[src/stb_pkg.sv]
`default_nettype none

package stb_pkg;

   // Bank geometry
   localparam int NUM_TIMERS    = 16;
   localparam int IDX_BITS      = 4;
   localparam int DURATION_BITS = 16;

   // Field and port widths
   localparam int INTERVAL_BITS  = 16;
   localparam int PERIOD_BITS    = 10;
   localparam int PROC_PER_BITS  = 16;
   localparam int SEC_ACC_BITS   = 11;
   localparam int PROC_ACC_BITS  = 17;
   localparam int REQ_DATA_BITS  = 24;
   localparam int RSP_DATA_BITS  = 16;
   localparam int CSR_DATA_BITS  = 16;
   localparam int CSR_INDEX_BITS = 1;

   localparam logic [PERIOD_BITS-1:0]   MS_PER_SECOND     = 10'd1000;
   localparam logic [PERIOD_BITS-1:0]   TICK_PERIOD_RESET = 10'd1000;
   localparam logic [PROC_PER_BITS-1:0] PROC_PERIOD_RESET = 16'd500;

   typedef enum logic [1:0] {
      OP_SET   = 2'd0,
      OP_START = 2'd1,
      OP_STOP  = 2'd2,
      OP_TICK  = 2'd3
   } op_type;

   typedef enum logic [2:0] {
      STAT_DONE       = 3'd0,
      STAT_ZERO       = 3'd1,
      STAT_ACTIVE     = 3'd2,
      STAT_NOT_ACTIVE = 3'd3,
      STAT_TICK       = 3'd4
   } status_type;

   typedef enum logic [1:0] {
      RUN_STOPPED = 2'd0,
      RUN_RUNNING = 2'd1,
      RUN_EXPIRED = 2'd2
   } run_type;

   typedef enum logic [CSR_INDEX_BITS-1:0] {
      CSR_TICK_PERIOD = 1'b0,
      CSR_PROC_PERIOD = 1'b1
   } csr_type;

   // Command broadcast to every cell
   typedef struct packed {
      op_type                   op;
      logic [INTERVAL_BITS-1:0] interval;
      logic                     per_second;
   } stb_cmd_type;

   // Walk control shared by the chain
   typedef struct packed {
      logic step;
      logic pass_sec;
   } stb_walk_type;

endpackage

`default_nettype wire

[src/stb_cell.sv]
`default_nettype none

module stb_cell import stb_pkg::*; (
   input  wire logic         clock,
   input  wire logic         reset,
   input  wire stb_cmd_type  cmd,
   input  wire logic         sel,
   input  wire stb_walk_type walk,
   input  wire logic         visit_in,
   output logic              visit_out,
   output status_type        status_out,
   output logic              expire_out
);

   logic [DURATION_BITS-1:0] dur_ff, dur_in;
   logic [DURATION_BITS-1:0] cnt_ff, cnt_in;
   run_type                  run_ff, run_in;
   logic                     act_ff, act_in;
   logic                     cls_ff, cls_in;
   logic                     visit_ff;

   logic running, pre_clear, act_eff, hit;

   assign running   = (run_ff == RUN_RUNNING);
   assign pre_clear = running && act_ff;
   assign act_eff   = act_ff && !pre_clear;
   assign hit       = walk.step && visit_ff && act_ff && running && (cls_ff == walk.pass_sec);
   assign expire_out = hit && (cnt_ff == '0);
   assign visit_out  = visit_ff;

   always_comb begin
      status_out = STAT_DONE;
      if (sel) begin
         unique case (cmd.op)
            OP_START: begin
               if (dur_ff == '0) status_out = STAT_ZERO;
               else if (act_eff) status_out = STAT_ACTIVE;
            end
            OP_STOP: begin
               if (!act_ff) status_out = STAT_NOT_ACTIVE;
            end
            default: status_out = STAT_DONE;
         endcase
      end
   end

   always_comb begin
      dur_in = dur_ff;
      cnt_in = cnt_ff;
      run_in = run_ff;
      act_in = act_ff;
      cls_in = cls_ff;
      if (sel) begin
         unique case (cmd.op)
            OP_SET: begin
               dur_in = DURATION_BITS'(cmd.interval);
               cls_in = cmd.per_second;
               run_in = RUN_STOPPED;
            end
            OP_START: begin
               if (pre_clear) begin
                  act_in = 1'b0;
                  run_in = RUN_STOPPED;
               end
               if (dur_ff != '0 && !act_eff) begin
                  cnt_in = dur_ff;
                  run_in = RUN_RUNNING;
                  act_in = 1'b1;
               end
            end
            OP_STOP: begin
               if (act_ff) begin
                  act_in = 1'b0;
                  run_in = RUN_STOPPED;
               end
            end
            default: ;
         endcase
      end else if (hit) begin
         if (cnt_ff == '0) begin
            act_in = 1'b0;
            run_in = RUN_EXPIRED;
         end else begin
            cnt_in = cnt_ff - 1'b1;
         end
      end
   end

   always_ff @(posedge clock) begin
      if (reset) begin
         dur_ff   <= '0;
         run_ff   <= RUN_STOPPED;
         act_ff   <= 1'b0;
         cls_ff   <= 1'b0;
         visit_ff <= 1'b0;
      end else begin
         dur_ff <= dur_in;
         run_ff <= run_in;
         act_ff <= act_in;
         cls_ff <= cls_in;
         if (walk.step) visit_ff <= visit_in;
      end
   end

   always_ff @(posedge clock) begin
      cnt_ff <= cnt_in;
   end

endmodule

`default_nettype wire

[src/software_timer_bank_core.sv]
// Set, start and stop: each beat is accepted, then executed in the addressed cell.
// Tick: a visit token walks the chain of timer cells one cell a cycle unless the response
// side stalls, once for fast timers, again for per-second ones when a second is crossed.
// One expiry is held back to know which is last.
// Synchronous active-high reset: all timers stopped, marks clear, accumulators zero,
// tick period 1000 ms, protocol period 500 ms.
`default_nettype none

module software_timer_bank_core import stb_pkg::*; (
   input  wire logic                      clock,
   input  wire logic                      reset,
   input  wire logic                      req_tvalid,
   output logic                           req_tready,
   // timer_index[3:0], interval[19:4], per_second[20], zero fill[23:21]
   input  wire logic [REQ_DATA_BITS-1:0]  req_tdata,
   // op[1:0]
   input  wire logic [1:0]                req_tuser,
   output logic                           rsp_tvalid,
   input  wire logic                      rsp_tready,
   // status[2:0], expired_valid[3], expired_index[7:4], second_tick[8], proc_tick[9],
   // zero fill[15:10]
   output logic [RSP_DATA_BITS-1:0]       rsp_tdata,
   output logic                           rsp_tlast,
   input  wire logic                      csr_valid,
   output logic                           csr_ready,
   input  wire logic [CSR_INDEX_BITS-1:0] csr_index,
   input  wire logic [CSR_DATA_BITS-1:0]  csr_data
);

   typedef enum logic [3:0] {
      S_IDLE   = 4'b0001,
      S_EXEC   = 4'b0010,
      S_WALK   = 4'b0100,
      S_FINISH = 4'b1000
   } fsm_state_type;

   // Control state
   fsm_state_type state_ff, state_in;
   stb_cmd_type   cmd_ff, cmd_in;
   logic [IDX_BITS-1:0] index_ff, index_in;
   logic launch_ff, launch_in;
   logic pass_sec_ff, pass_sec_in;
   logic sec_ff, sec_in;
   logic proc_ff, proc_in;
   logic pend_valid_ff, pend_valid_in;
   logic [IDX_BITS-1:0] pend_index_ff, pend_index_in;
   logic [SEC_ACC_BITS-1:0]  second_acc_ff, second_acc_in;
   logic [PROC_ACC_BITS-1:0] proc_acc_ff, proc_acc_in;
   logic [PERIOD_BITS-1:0]   tick_period_ff;
   logic [PROC_PER_BITS-1:0] proc_period_ff;

   // Response register
   logic                rsp_valid_ff, rsp_valid_in;
   status_type          rsp_status_ff, rsp_status_in;
   logic                rsp_exp_valid_ff, rsp_exp_valid_in;
   logic [IDX_BITS-1:0] rsp_exp_index_ff, rsp_exp_index_in;
   logic                rsp_sec_ff, rsp_sec_in;
   logic                rsp_proc_ff, rsp_proc_in;
   logic                rsp_last_ff, rsp_last_in;

   // Chain signals
   stb_walk_type          walk;
   logic [NUM_TIMERS-1:0] sel_vec, visit_vec, exp_vec;
   status_type            cell_status [NUM_TIMERS];
   logic [2:0]            status_or;
   logic                  sel_any, exp_any, last_visit, out_free, exec_go;
   logic [IDX_BITS-1:0]   exp_index;

   // Tick arithmetic
   logic [PERIOD_BITS-1:0]    period;
   logic [SEC_ACC_BITS:0]     sec_sum;
   logic [PROC_ACC_BITS:0]    proc_sum;
   logic                      sec_hit, proc_hit;

   assign out_free   = !rsp_valid_ff || rsp_tready;
   assign req_tready = (state_ff == S_IDLE);
   assign csr_ready  = 1'b1;
   assign exec_go    = (state_ff == S_EXEC) && out_free;

   assign walk.step     = (state_ff == S_WALK) && out_free;
   assign walk.pass_sec = pass_sec_ff;

   // The chain: the visit token enters at cell 0 and moves one cell each step
   for (genvar k = 0; k < NUM_TIMERS; k++) begin : g_cell
      assign sel_vec[k] = exec_go && (index_ff == IDX_BITS'(k));
      stb_cell u_cell (
         .clock      (clock),
         .reset      (reset),
         .cmd        (cmd_ff),
         .sel        (sel_vec[k]),
         .walk       (walk),
         .visit_in   ((k == 0) ? launch_ff : visit_vec[(k == 0) ? 0 : k-1]),
         .visit_out  (visit_vec[k]),
         .status_out (cell_status[k]),
         .expire_out (exp_vec[k])
      );
   end

   // Only the addressed cell reports a non-zero status, and only the visited cell can expire
   always_comb begin
      status_or = '0;
      exp_index = '0;
      for (int k = 0; k < NUM_TIMERS; k++) begin
         status_or = status_or | cell_status[k];
         if (exp_vec[k]) exp_index = exp_index | IDX_BITS'(k);
      end
   end

   assign sel_any    = |sel_vec;
   assign exp_any    = |exp_vec;
   assign last_visit = walk.step && visit_vec[NUM_TIMERS-1];

   // Accumulator updates for a tick beat; a zero period counts as a full second
   assign period   = (tick_period_ff == '0) ? MS_PER_SECOND : tick_period_ff;
   assign sec_sum  = (SEC_ACC_BITS+1)'(second_acc_ff) + (SEC_ACC_BITS+1)'(period);
   assign sec_hit  = sec_sum >= (SEC_ACC_BITS+1)'(MS_PER_SECOND);
   assign proc_sum = (PROC_ACC_BITS+1)'(proc_acc_ff) + (PROC_ACC_BITS+1)'(period);
   assign proc_hit = proc_sum > (PROC_ACC_BITS+1)'(proc_period_ff);

   always_comb begin
      state_in      = state_ff;
      cmd_in        = cmd_ff;
      index_in      = index_ff;
      launch_in     = launch_ff;
      pass_sec_in   = pass_sec_ff;
      sec_in        = sec_ff;
      proc_in       = proc_ff;
      pend_valid_in = pend_valid_ff;
      pend_index_in = pend_index_ff;
      second_acc_in = second_acc_ff;
      proc_acc_in   = proc_acc_ff;

      // Drop the response once taken; hold the payload unless reloaded
      rsp_valid_in     = rsp_valid_ff && !rsp_tready;
      rsp_status_in    = rsp_status_ff;
      rsp_exp_valid_in = rsp_exp_valid_ff;
      rsp_exp_index_in = rsp_exp_index_ff;
      rsp_sec_in       = rsp_sec_ff;
      rsp_proc_in      = rsp_proc_ff;
      rsp_last_in      = rsp_last_ff;

      unique case (state_ff)
         S_IDLE: begin
            if (req_tvalid) begin
               cmd_in.op         = op_type'(req_tuser);
               cmd_in.interval   = req_tdata[IDX_BITS +: INTERVAL_BITS];
               cmd_in.per_second = req_tdata[IDX_BITS+INTERVAL_BITS];
               index_in          = req_tdata[IDX_BITS-1:0];
               if (op_type'(req_tuser) == OP_TICK) begin
                  sec_in        = sec_hit;
                  proc_in       = proc_hit;
                  second_acc_in = sec_hit
                                ? SEC_ACC_BITS'(sec_sum - (SEC_ACC_BITS+1)'(MS_PER_SECOND))
                                : SEC_ACC_BITS'(sec_sum);
                  proc_acc_in   = proc_hit ? '0 : PROC_ACC_BITS'(proc_sum);
                  launch_in     = 1'b1;
                  pass_sec_in   = 1'b0;
                  state_in      = S_WALK;
               end else begin
                  state_in = S_EXEC;
               end
            end
         end
         S_EXEC: begin
            if (out_free) begin
               rsp_valid_in     = 1'b1;
               rsp_status_in    = sel_any ? status_type'(status_or) : STAT_NOT_ACTIVE;
               rsp_exp_valid_in = 1'b0;
               rsp_exp_index_in = '0;
               rsp_sec_in       = 1'b0;
               rsp_proc_in      = 1'b0;
               rsp_last_in      = 1'b1;
               state_in         = S_IDLE;
            end
         end
         S_WALK: begin
            if (out_free) begin
               launch_in = 1'b0;
               if (exp_any) begin
                  // A later expiry proves the held one is not the last
                  if (pend_valid_ff) begin
                     rsp_valid_in     = 1'b1;
                     rsp_status_in    = STAT_TICK;
                     rsp_exp_valid_in = 1'b1;
                     rsp_exp_index_in = pend_index_ff;
                     rsp_sec_in       = sec_ff;
                     rsp_proc_in      = proc_ff;
                     rsp_last_in      = 1'b0;
                  end
                  pend_valid_in = 1'b1;
                  pend_index_in = exp_index;
               end
               if (last_visit) begin
                  if (sec_ff && !pass_sec_ff) begin
                     launch_in   = 1'b1;
                     pass_sec_in = 1'b1;
                  end else begin
                     state_in = S_FINISH;
                  end
               end
            end
         end
         S_FINISH: begin
            if (out_free) begin
               rsp_valid_in     = 1'b1;
               rsp_status_in    = STAT_TICK;
               rsp_exp_valid_in = pend_valid_ff;
               rsp_exp_index_in = pend_valid_ff ? pend_index_ff : '0;
               rsp_sec_in       = sec_ff;
               rsp_proc_in      = proc_ff;
               rsp_last_in      = 1'b1;
               pend_valid_in    = 1'b0;
               state_in         = S_IDLE;
            end
         end
         default: state_in = S_IDLE;
      endcase
   end

   always_ff @(posedge clock) begin
      if (reset) begin
         state_ff       <= S_IDLE;
         launch_ff      <= 1'b0;
         pass_sec_ff    <= 1'b0;
         pend_valid_ff  <= 1'b0;
         second_acc_ff  <= '0;
         proc_acc_ff    <= '0;
         rsp_valid_ff   <= 1'b0;
         tick_period_ff <= TICK_PERIOD_RESET;
         proc_period_ff <= PROC_PERIOD_RESET;
      end else begin
         state_ff      <= state_in;
         launch_ff     <= launch_in;
         pass_sec_ff   <= pass_sec_in;
         pend_valid_ff <= pend_valid_in;
         second_acc_ff <= second_acc_in;
         proc_acc_ff   <= proc_acc_in;
         rsp_valid_ff  <= rsp_valid_in;
         if (csr_valid) begin
            unique case (csr_type'(csr_index))
               CSR_TICK_PERIOD: tick_period_ff <= csr_data[PERIOD_BITS-1:0];
               CSR_PROC_PERIOD: proc_period_ff <= csr_data[PROC_PER_BITS-1:0];
               default: ;
            endcase
         end
      end
   end

   // Payload registers
   always_ff @(posedge clock) begin
      cmd_in_hold: begin
         cmd_ff           <= cmd_in;
         index_ff         <= index_in;
         sec_ff           <= sec_in;
         proc_ff          <= proc_in;
         pend_index_ff    <= pend_index_in;
         rsp_status_ff    <= rsp_status_in;
         rsp_exp_valid_ff <= rsp_exp_valid_in;
         rsp_exp_index_ff <= rsp_exp_index_in;
         rsp_sec_ff       <= rsp_sec_in;
         rsp_proc_ff      <= rsp_proc_in;
         rsp_last_ff      <= rsp_last_in;
      end
   end

   assign rsp_tvalid = rsp_valid_ff;
   assign rsp_tlast  = rsp_last_ff;
   assign rsp_tdata  = {(RSP_DATA_BITS-10)'(0), rsp_proc_ff, rsp_sec_ff, rsp_exp_index_ff,
                        rsp_exp_valid_ff, rsp_status_ff};

   // At most one cell is visited, so at most one expiry per cycle
   a_one_expiry: assert property (@(posedge clock) disable iff (reset)
      $onehot0(exp_vec))
      else $error("more than one timer expired in one cycle");

   // At most one visit token lives in the chain
   a_one_token: assert property (@(posedge clock) disable iff (reset)
      $onehot0({launch_ff, visit_vec}))
      else $error("visit token duplicated");

   // A held expiry exists only while a tick is being walked or finished
   a_pend_scope: assert property (@(posedge clock) disable iff (reset)
      (state_ff == S_IDLE || state_ff == S_EXEC) |-> !pend_valid_ff)
      else $error("held expiry outside a tick");

   // An expiry is only ever reported by a tick beat
   a_exp_tick: assert property (@(posedge clock) disable iff (reset)
      (rsp_valid_ff && rsp_exp_valid_ff) |-> (rsp_status_ff == STAT_TICK))
      else $error("expiry on a non-tick response");

   // The token holds while the response side stalls
   a_walk_stall: assert property (@(posedge clock) disable iff (reset)
      (state_ff == S_WALK && !out_free) |=> $stable(visit_vec))
      else $error("token moved during a stall");

endmodule

`default_nettype wire

[config.mk]
export PLATFORM = sky130hd
export DESIGN_NAME = software_timer_bank_core
export DESIGN_NICKNAME = d
export VERILOG_FILES = /design/src/stb_pkg.sv /design/src/stb_cell.sv /design/src/software_timer_bank_core.sv
export SDC_FILE = /design/constraint.sdc
export NUM_CORES = 2
export LEC_CHECK = 0
export ABC_CLOCK_PERIOD_IN_PS = 5100
export BUFFER_PORTS_ARGS = -buffer_cell sky130_fd_sc_hd__buf_2
export CORE_MARGIN = 5
export CORE_UTILIZATION = 50
export CTS_CLUSTER_SIZE = 10
export DETAILED_ROUTE_END_ITERATION = 8
export GPL_TIMING_DRIVEN = 0
export PLACE_DENSITY = 0.66
export SKIP_LAST_GASP = 1
export SYNTH_ARGS = -nofsm -noshare
export SYNTH_HDL_FRONTEND = slang
export SYNTH_HIERARCHICAL = 1
export SYNTH_SLANG_ARGS = --single-unit
[constraint.sdc]
create_clock -name clock -period 5.1 [get_ports clock]
set_clock_uncertainty 0.05 [all_clocks]
set_input_delay 0.765 -clock clock [delete_from_list [all_inputs] [get_ports clock]]
set_output_delay 0.765 -clock clock [all_outputs]
set_load 0.02 [all_outputs]
# After elaboration in Yosys (flattened, before gate mapping)

Index checks and enable logic that the tools add are counted.

Flip-flop bits (word level): 694
Bits in latches: 0
Bits in writable memories: 0
ROM bits: 0
Input bits: 48
Word-level logic and storage cells: 1133
Memories: 0

Add/subtract/negate cells: 19
Multiply operators: 0
Div/mod/pow operators: 0
$lt $le $gt $ge: 2
Equal/unequal tests: 177
Shift operators: 0
Multiplexer cells: 446
Bitwise operators: 16
Reductions and logical operators: 352

Operators with widths:

| operator                                            | number |
|---|---|
| two-way mux 16 bit                                  | 80 |
| zero test 16 bit                                    | 32 |
| two-way mux 2 bit                                   | 130 |
| nonzero test 16 bit                                 | 16 |
| subtractor 16 x 1 -> 16 bit, second input constant  | 16 |
| logical AND 1 bit                                   | 148 |
| AND reduction 4 bit                                 | 34 |
| two-way mux 3 bit                                   | 43 |
| != test 4 bit, second input constant                | 32 |
| two-way mux 1 bit                                   | 114 |
| != test 3 bit, second input constant                | 32 |
| case mux 2 bit (3 select lines)                     | 16 |
| case mux 3 bit (2 select lines)                     | 16 |
| AND reduction 5 bit                                 | 18 |
| != test 2 bit, second input constant                | 40 |
| nonzero test 2 bit                                  | 35 |
| two-way mux 4 bit                                   | 17 |
| OR 3 bit                                            | 15 |
| case mux 1 bit (2 select lines)                     | 21 |
| != test 2 x 1 -> 1 bit, second input constant       | 19 |
| AND reduction 2 bit                                 | 19 |
| equality test 4 bit, second input constant          | 9 |
| zero test 1 bit                                     | 35 |
| equality test 2 x 1 -> 1 bit, second input constant | 17 |
| 28 further kinds                                    | 58 |

# Logic depth before layout (Yosys ltp)

Depth in word-level cells: 26
Depth in mapped cells: 20
Depth with buffers taken out: 18

# Modules after synthesis

The synthesis kept the hierarchy.

Modules (own cells, without submodules):

| module                           | times used | cells an instance | area each (um^2) | seq. area each (um^2) |
|---|---|---|---|---|
| stb_cell at g_cell[1].u_cell ... | 9          | 226               | 1925.6           | 900.9 |
| stb_cell at g_cell[0].u_cell ... | 7          | 222               | 2028.2           | 900.9 |
| software_timer_bank_core         | 1          | 643               | 5805.6           | 2442.3 |

# Worst setup path before layout

Ideal clock, no wire load.

Path type: input to register
From: input port rsp_tready
To: register rsp_exp_index_ff[0] (enable)
Arrival: 4.101 ns
Data required time: 4.655 ns
Setup slack: 0.554 ns
Stages: 8
Cell sequence: nor2b_1 -> nor2_1 -> nand4_1 -> nor2_1 -> nor4_1 -> nand2_1 -> nor2_1 -> a221oi_1

RTL lines:

| element              | line                            | RTL |
|---|---|---|
| from (decl)          | software_timer_bank_core.sv:19  | `input wire logic rsp_tready,` |
| to (signal assigned) | software_timer_bank_core.sv:259 | `rsp_exp_index_ff <= rsp_exp_index_in;` |
| to (decl)            | software_timer_bank_core.sv:56  | `logic [IDX_BITS-1:0] rsp_exp_index_ff, rsp_exp_index_in;` |

==> impl_metrics.py <==
metrics = {
    "run_status": {
        "outcome": "complete, but fails checks",
        "violations": "max-capacitance violations, max-slew violations",
    },
    "setup_path": {
        "crit_arrival_ps": 4920,
        "crit_type": "reg2reg",
        "cp-end-kind": "flop",
        "path_delay_family": "simple AND/OR/NAND/NOR gates",
        "crit_fanout": 17,
        "cpMaxStageDelayCell": "nor3_1",
        "critPathMaxStageDelay_ps": 1030,
        "crit_chain": "nor2_1 > nand3b_1 > nor2_4 > buf_16 > nand2_1 > nor4_1 > nor4_1 > nand2_1 > nor2_1 > nor3_1",
        "path_buf_inv": 1,
        "start_kind": "flop",
        "required_ps": 5270,
    },
    "detailed_routing": {
        "routed_via_density": 5.75,
        "ant_nets": 0,
        "wirelength_mm": 102,
        "vias": 31200,
        "wl_per_cell_um": 18.8,
        "drtIter0Drc": 2773,
        "drcViolationCount": 0,
        "drtPass1Iterations": 6,
    },
    "place": {
        "dp_hpwl_mm": 72.3,
        "routabilityCongestion": 0.899,
        "portBuffers": 57,
        "place_area_um2": 39400,
    },
    "pwr": {
        "p_int_mw": 9.45,
        "power_frac_comb_pct": 10.4,
        "vdd_drop_max_uv": 264,
        "p_clk_share_pct": 41.8,
        "p_seq_share_pct": 47.7,
        "p_leak_nw": 13.9,
        "switching_share_pct": 26.5,
        "powerDensity_nw_per_um2": 308,
        "power_switching_mw": 3.40,
    },
    "clock_tree": {
        "cts_setup_buffers": 0,
        "clk_pin_slew_ps": 60,
        "cts_htree_levels": 3,
        "root_buffer": "clkbuf_16",
        "clock_latency_ps": 630,
        "clock_path_buffers": 3,
        "cts_tree": "done",
        "cts_hold_buffers": 0,
        "numCtsBuffers": 82,
        "cts_sinks": 694,
    },
    "sta": {
        "hold_violations": 0,
        "slew_headroom_pct": -6.24,
        "setup_viol": 0,
        "rsz0062_at_grt": "no",
        "whs_ps": 270,
        "tightestPinTransition_ps": 1590,
        "period_share_pct": 93.0,
        "maxSlewViolCount": 34,
        "period_minus_slack_ps": 4750,
        "fmax_mhz": 211,
    },
    "logic_synthesis": {
        "synth_cell_types": 84,
        "muxShareOfSynthArea_pct": 1.82,
        "syn_inst": 4231,
        "synthTopCellsByArea": "edfxtp_1 (24%), dfxtp_1 (21%), nand2_1 (10%)",
        "synthAdderAreaFrac_pct": 3.96,
        "synth_area_leader_cell": "edfxtp_1",
        "synth_edf_count": 296,
        "synth_xor_area_share_pct": 6.05,
        "syn_area_per_cell_um2": 8.82,
        "syn-cell-area_um2": 37300,
        "synth-seq-cells": 694,
        "yosysSeqAreaShare_pct": 45.2,
        "synth_top_family_by_area": "simple AND/OR/NAND/NOR gates",
        "yosys_warnings": 6,
        "synth_ff_type": "dfxtp_1",
        "yosys.area_share.simple_pct": 25.3,
        "yosys.area.top_type_share_pct": 23.8,
        "async_reset_ff_share_pct": 0,
        "synth_compound_area_share_pct": 13.4,
    },
    "grt": {
        "grt_start_max_net_pins": 50,
        "grt_antenna_before_repair": 1,
        "grt_usage_pct": 24.4,
        "grt_pass1_vias": 29000,
        "grt_first_pass_wirelength_mm": 161,
        "grt-ovfl-total": 0,
    },
    "cells_and_area": {
        "finalInstanceArea_um2": 41800,
        "diodes": 0,
        "layout-drive-gt1-share_pct": 9.01,
        "layout_commonest_cell": "nand2_1",
        "fill_cells": 6665,
        "final_cell_mix": "nand2_1 (995), dfxtp_1 (397), a21oi_1 (371), edfxtp_1 (296), o21ai_0 (215)",
        "nets": 4564,
        "synthToLayoutAreaGrowth_pct": 11.9,
    },
    "die": {
        "dieArea_um2": 80200,
        "die_w_um": 283,
        "core_um2": 74200,
        "start_util_pct": 50.3,
        "die_h_um": 283,
        "io_pins": 68,
        "rows": 100,
    },
    "run": {
        "max_cap_violations": 2,
    },
    "worst_hold_path": {
        "hold_path_class": "in2reg",
    },
}
==> final timing paths <==
path | startpoint | endpoint | slack (ps) | cells past startpoint
hold reg to reg | proc_acc_ff[3] | proc_acc_ff[3] | 400 | 2
setup / recovery | state_ff[1] | pend_index_ff[3] | 350 | 10
setup reg to reg | state_ff[1] | pend_index_ff[3] | 350 | 10
hold / removal | req_tdata[7] | cmd_ff[4] | 270 | 1
==> timing repair <==
action | 4_1_cts | 5_1_grt
resized for setup | 0 | 4
setup endpoints to repair | 0 | 7
endpoints found under the hold margin | 0 | 0
==> power groups by stage <==
stage | registers [mW] | clock network, mW | logic [mW]
after detailed placement | 6.24 | 0 | 1.30
after floorplan | 6.11 | 0 | 0.717
final | 6.13 | 5.38 | 1.34
after global routing | 6.13 | 5.72 | 1.44
after global placement | 6.41 | 0 | 0.969
after CTS | 6.13 | 5.49 | 1.30
==> final cells by class <==
class | count | area, um2 | area share (%)
clock buffer | 137 | 2340 | 5.60
buffer | 213 | 956 | 2.29
tap | 969 | 1210 | 2.90
sequential | 694 | 16900 | 40.4
multi-input combinational | 3173 | 19000 | 45.4
inverter | 156 | 586 | 1.40
clock inverter | 7 | 51.3 | 0.123
timing repair buffer | 81 | 788 | 1.89
==> through the flow <==
stage | utilization, % | power [mW] | worst slack [ps] | setup TNS, ps | cells
after CTS | 56.3 | 12.9 | 188 | 0 | 5429
after detailed placement | 53.0 | 7.54 | 230 | 0 | 5285
after floorplan | - | 6.83 | 554 | 0 | 4236
after global routing | 56.3 | 13.3 | 91.6 | 0 | 5430
after global placement | 52.4 | 7.38 | -2680 | -236870 | 5262
final | 56.3 | 12.8 | 355 | 0 | 5430
==> state kept, by name (all words and copies together), names as in the netlist, 16 cells and up <==
signal / flops
proc_acc_ff: 17
g_cell.u_cell/act_ff: 16
g_cell.u_cell/cls_ff: 16
cmd_ff: 19
g_cell.u_cell/dur_ff: 256
g_cell.u_cell/cnt_ff: 256
g_cell.u_cell/run_ff: 32
proc_period_ff: 16
g_cell.u_cell/visit_out: 16
==> layer usage <==
metal	share of wire [%]	vias up	wire length, um	track usage (%)
li1	-	15200	-	-
met1	46	14900	46700	35.1
met2	45	968	46000	38.7
met3	6.6	168	6730	3.77
met4	2.8	0	2820	6.73
met5	0	-	0	0
==> cells by family (layout without fill, tap and decap cells) <==
logic type      Yosys count  count (layout)
compound gates          852             852
xor+xnor                254             254
fa+ha+maj               119             119
buf+inv                 369             594
flops                   694             694
mux                      65              65
other cells              18              23
simple gates           1860            1860
==> synthesized netlist by cell type, drive strengths merged, types with 9 or more instances <==
cell    count
o2111a      9
ha        115
and2       32
and4       12
a31oi      20
o31ai      29
a21oi     380
nor4b       9
nand3      92
inv       156
nand2     995
mux2       23
o311a       9
clkbuf    154
or3         9
nor3       83
o311ai      9
nor2b      29
mux2i      42
buf        59
nor2      189
or4b        9
nand3b     44
conb       18
xor2      132
and3       38
nor4      158
a22o       22
a21o       26
nand4      86
or4        11
dfxtp     398
nand2b     39
xnor2     122
edfxtp    296
o21ai     294
(Power assumes the default switching activity.)
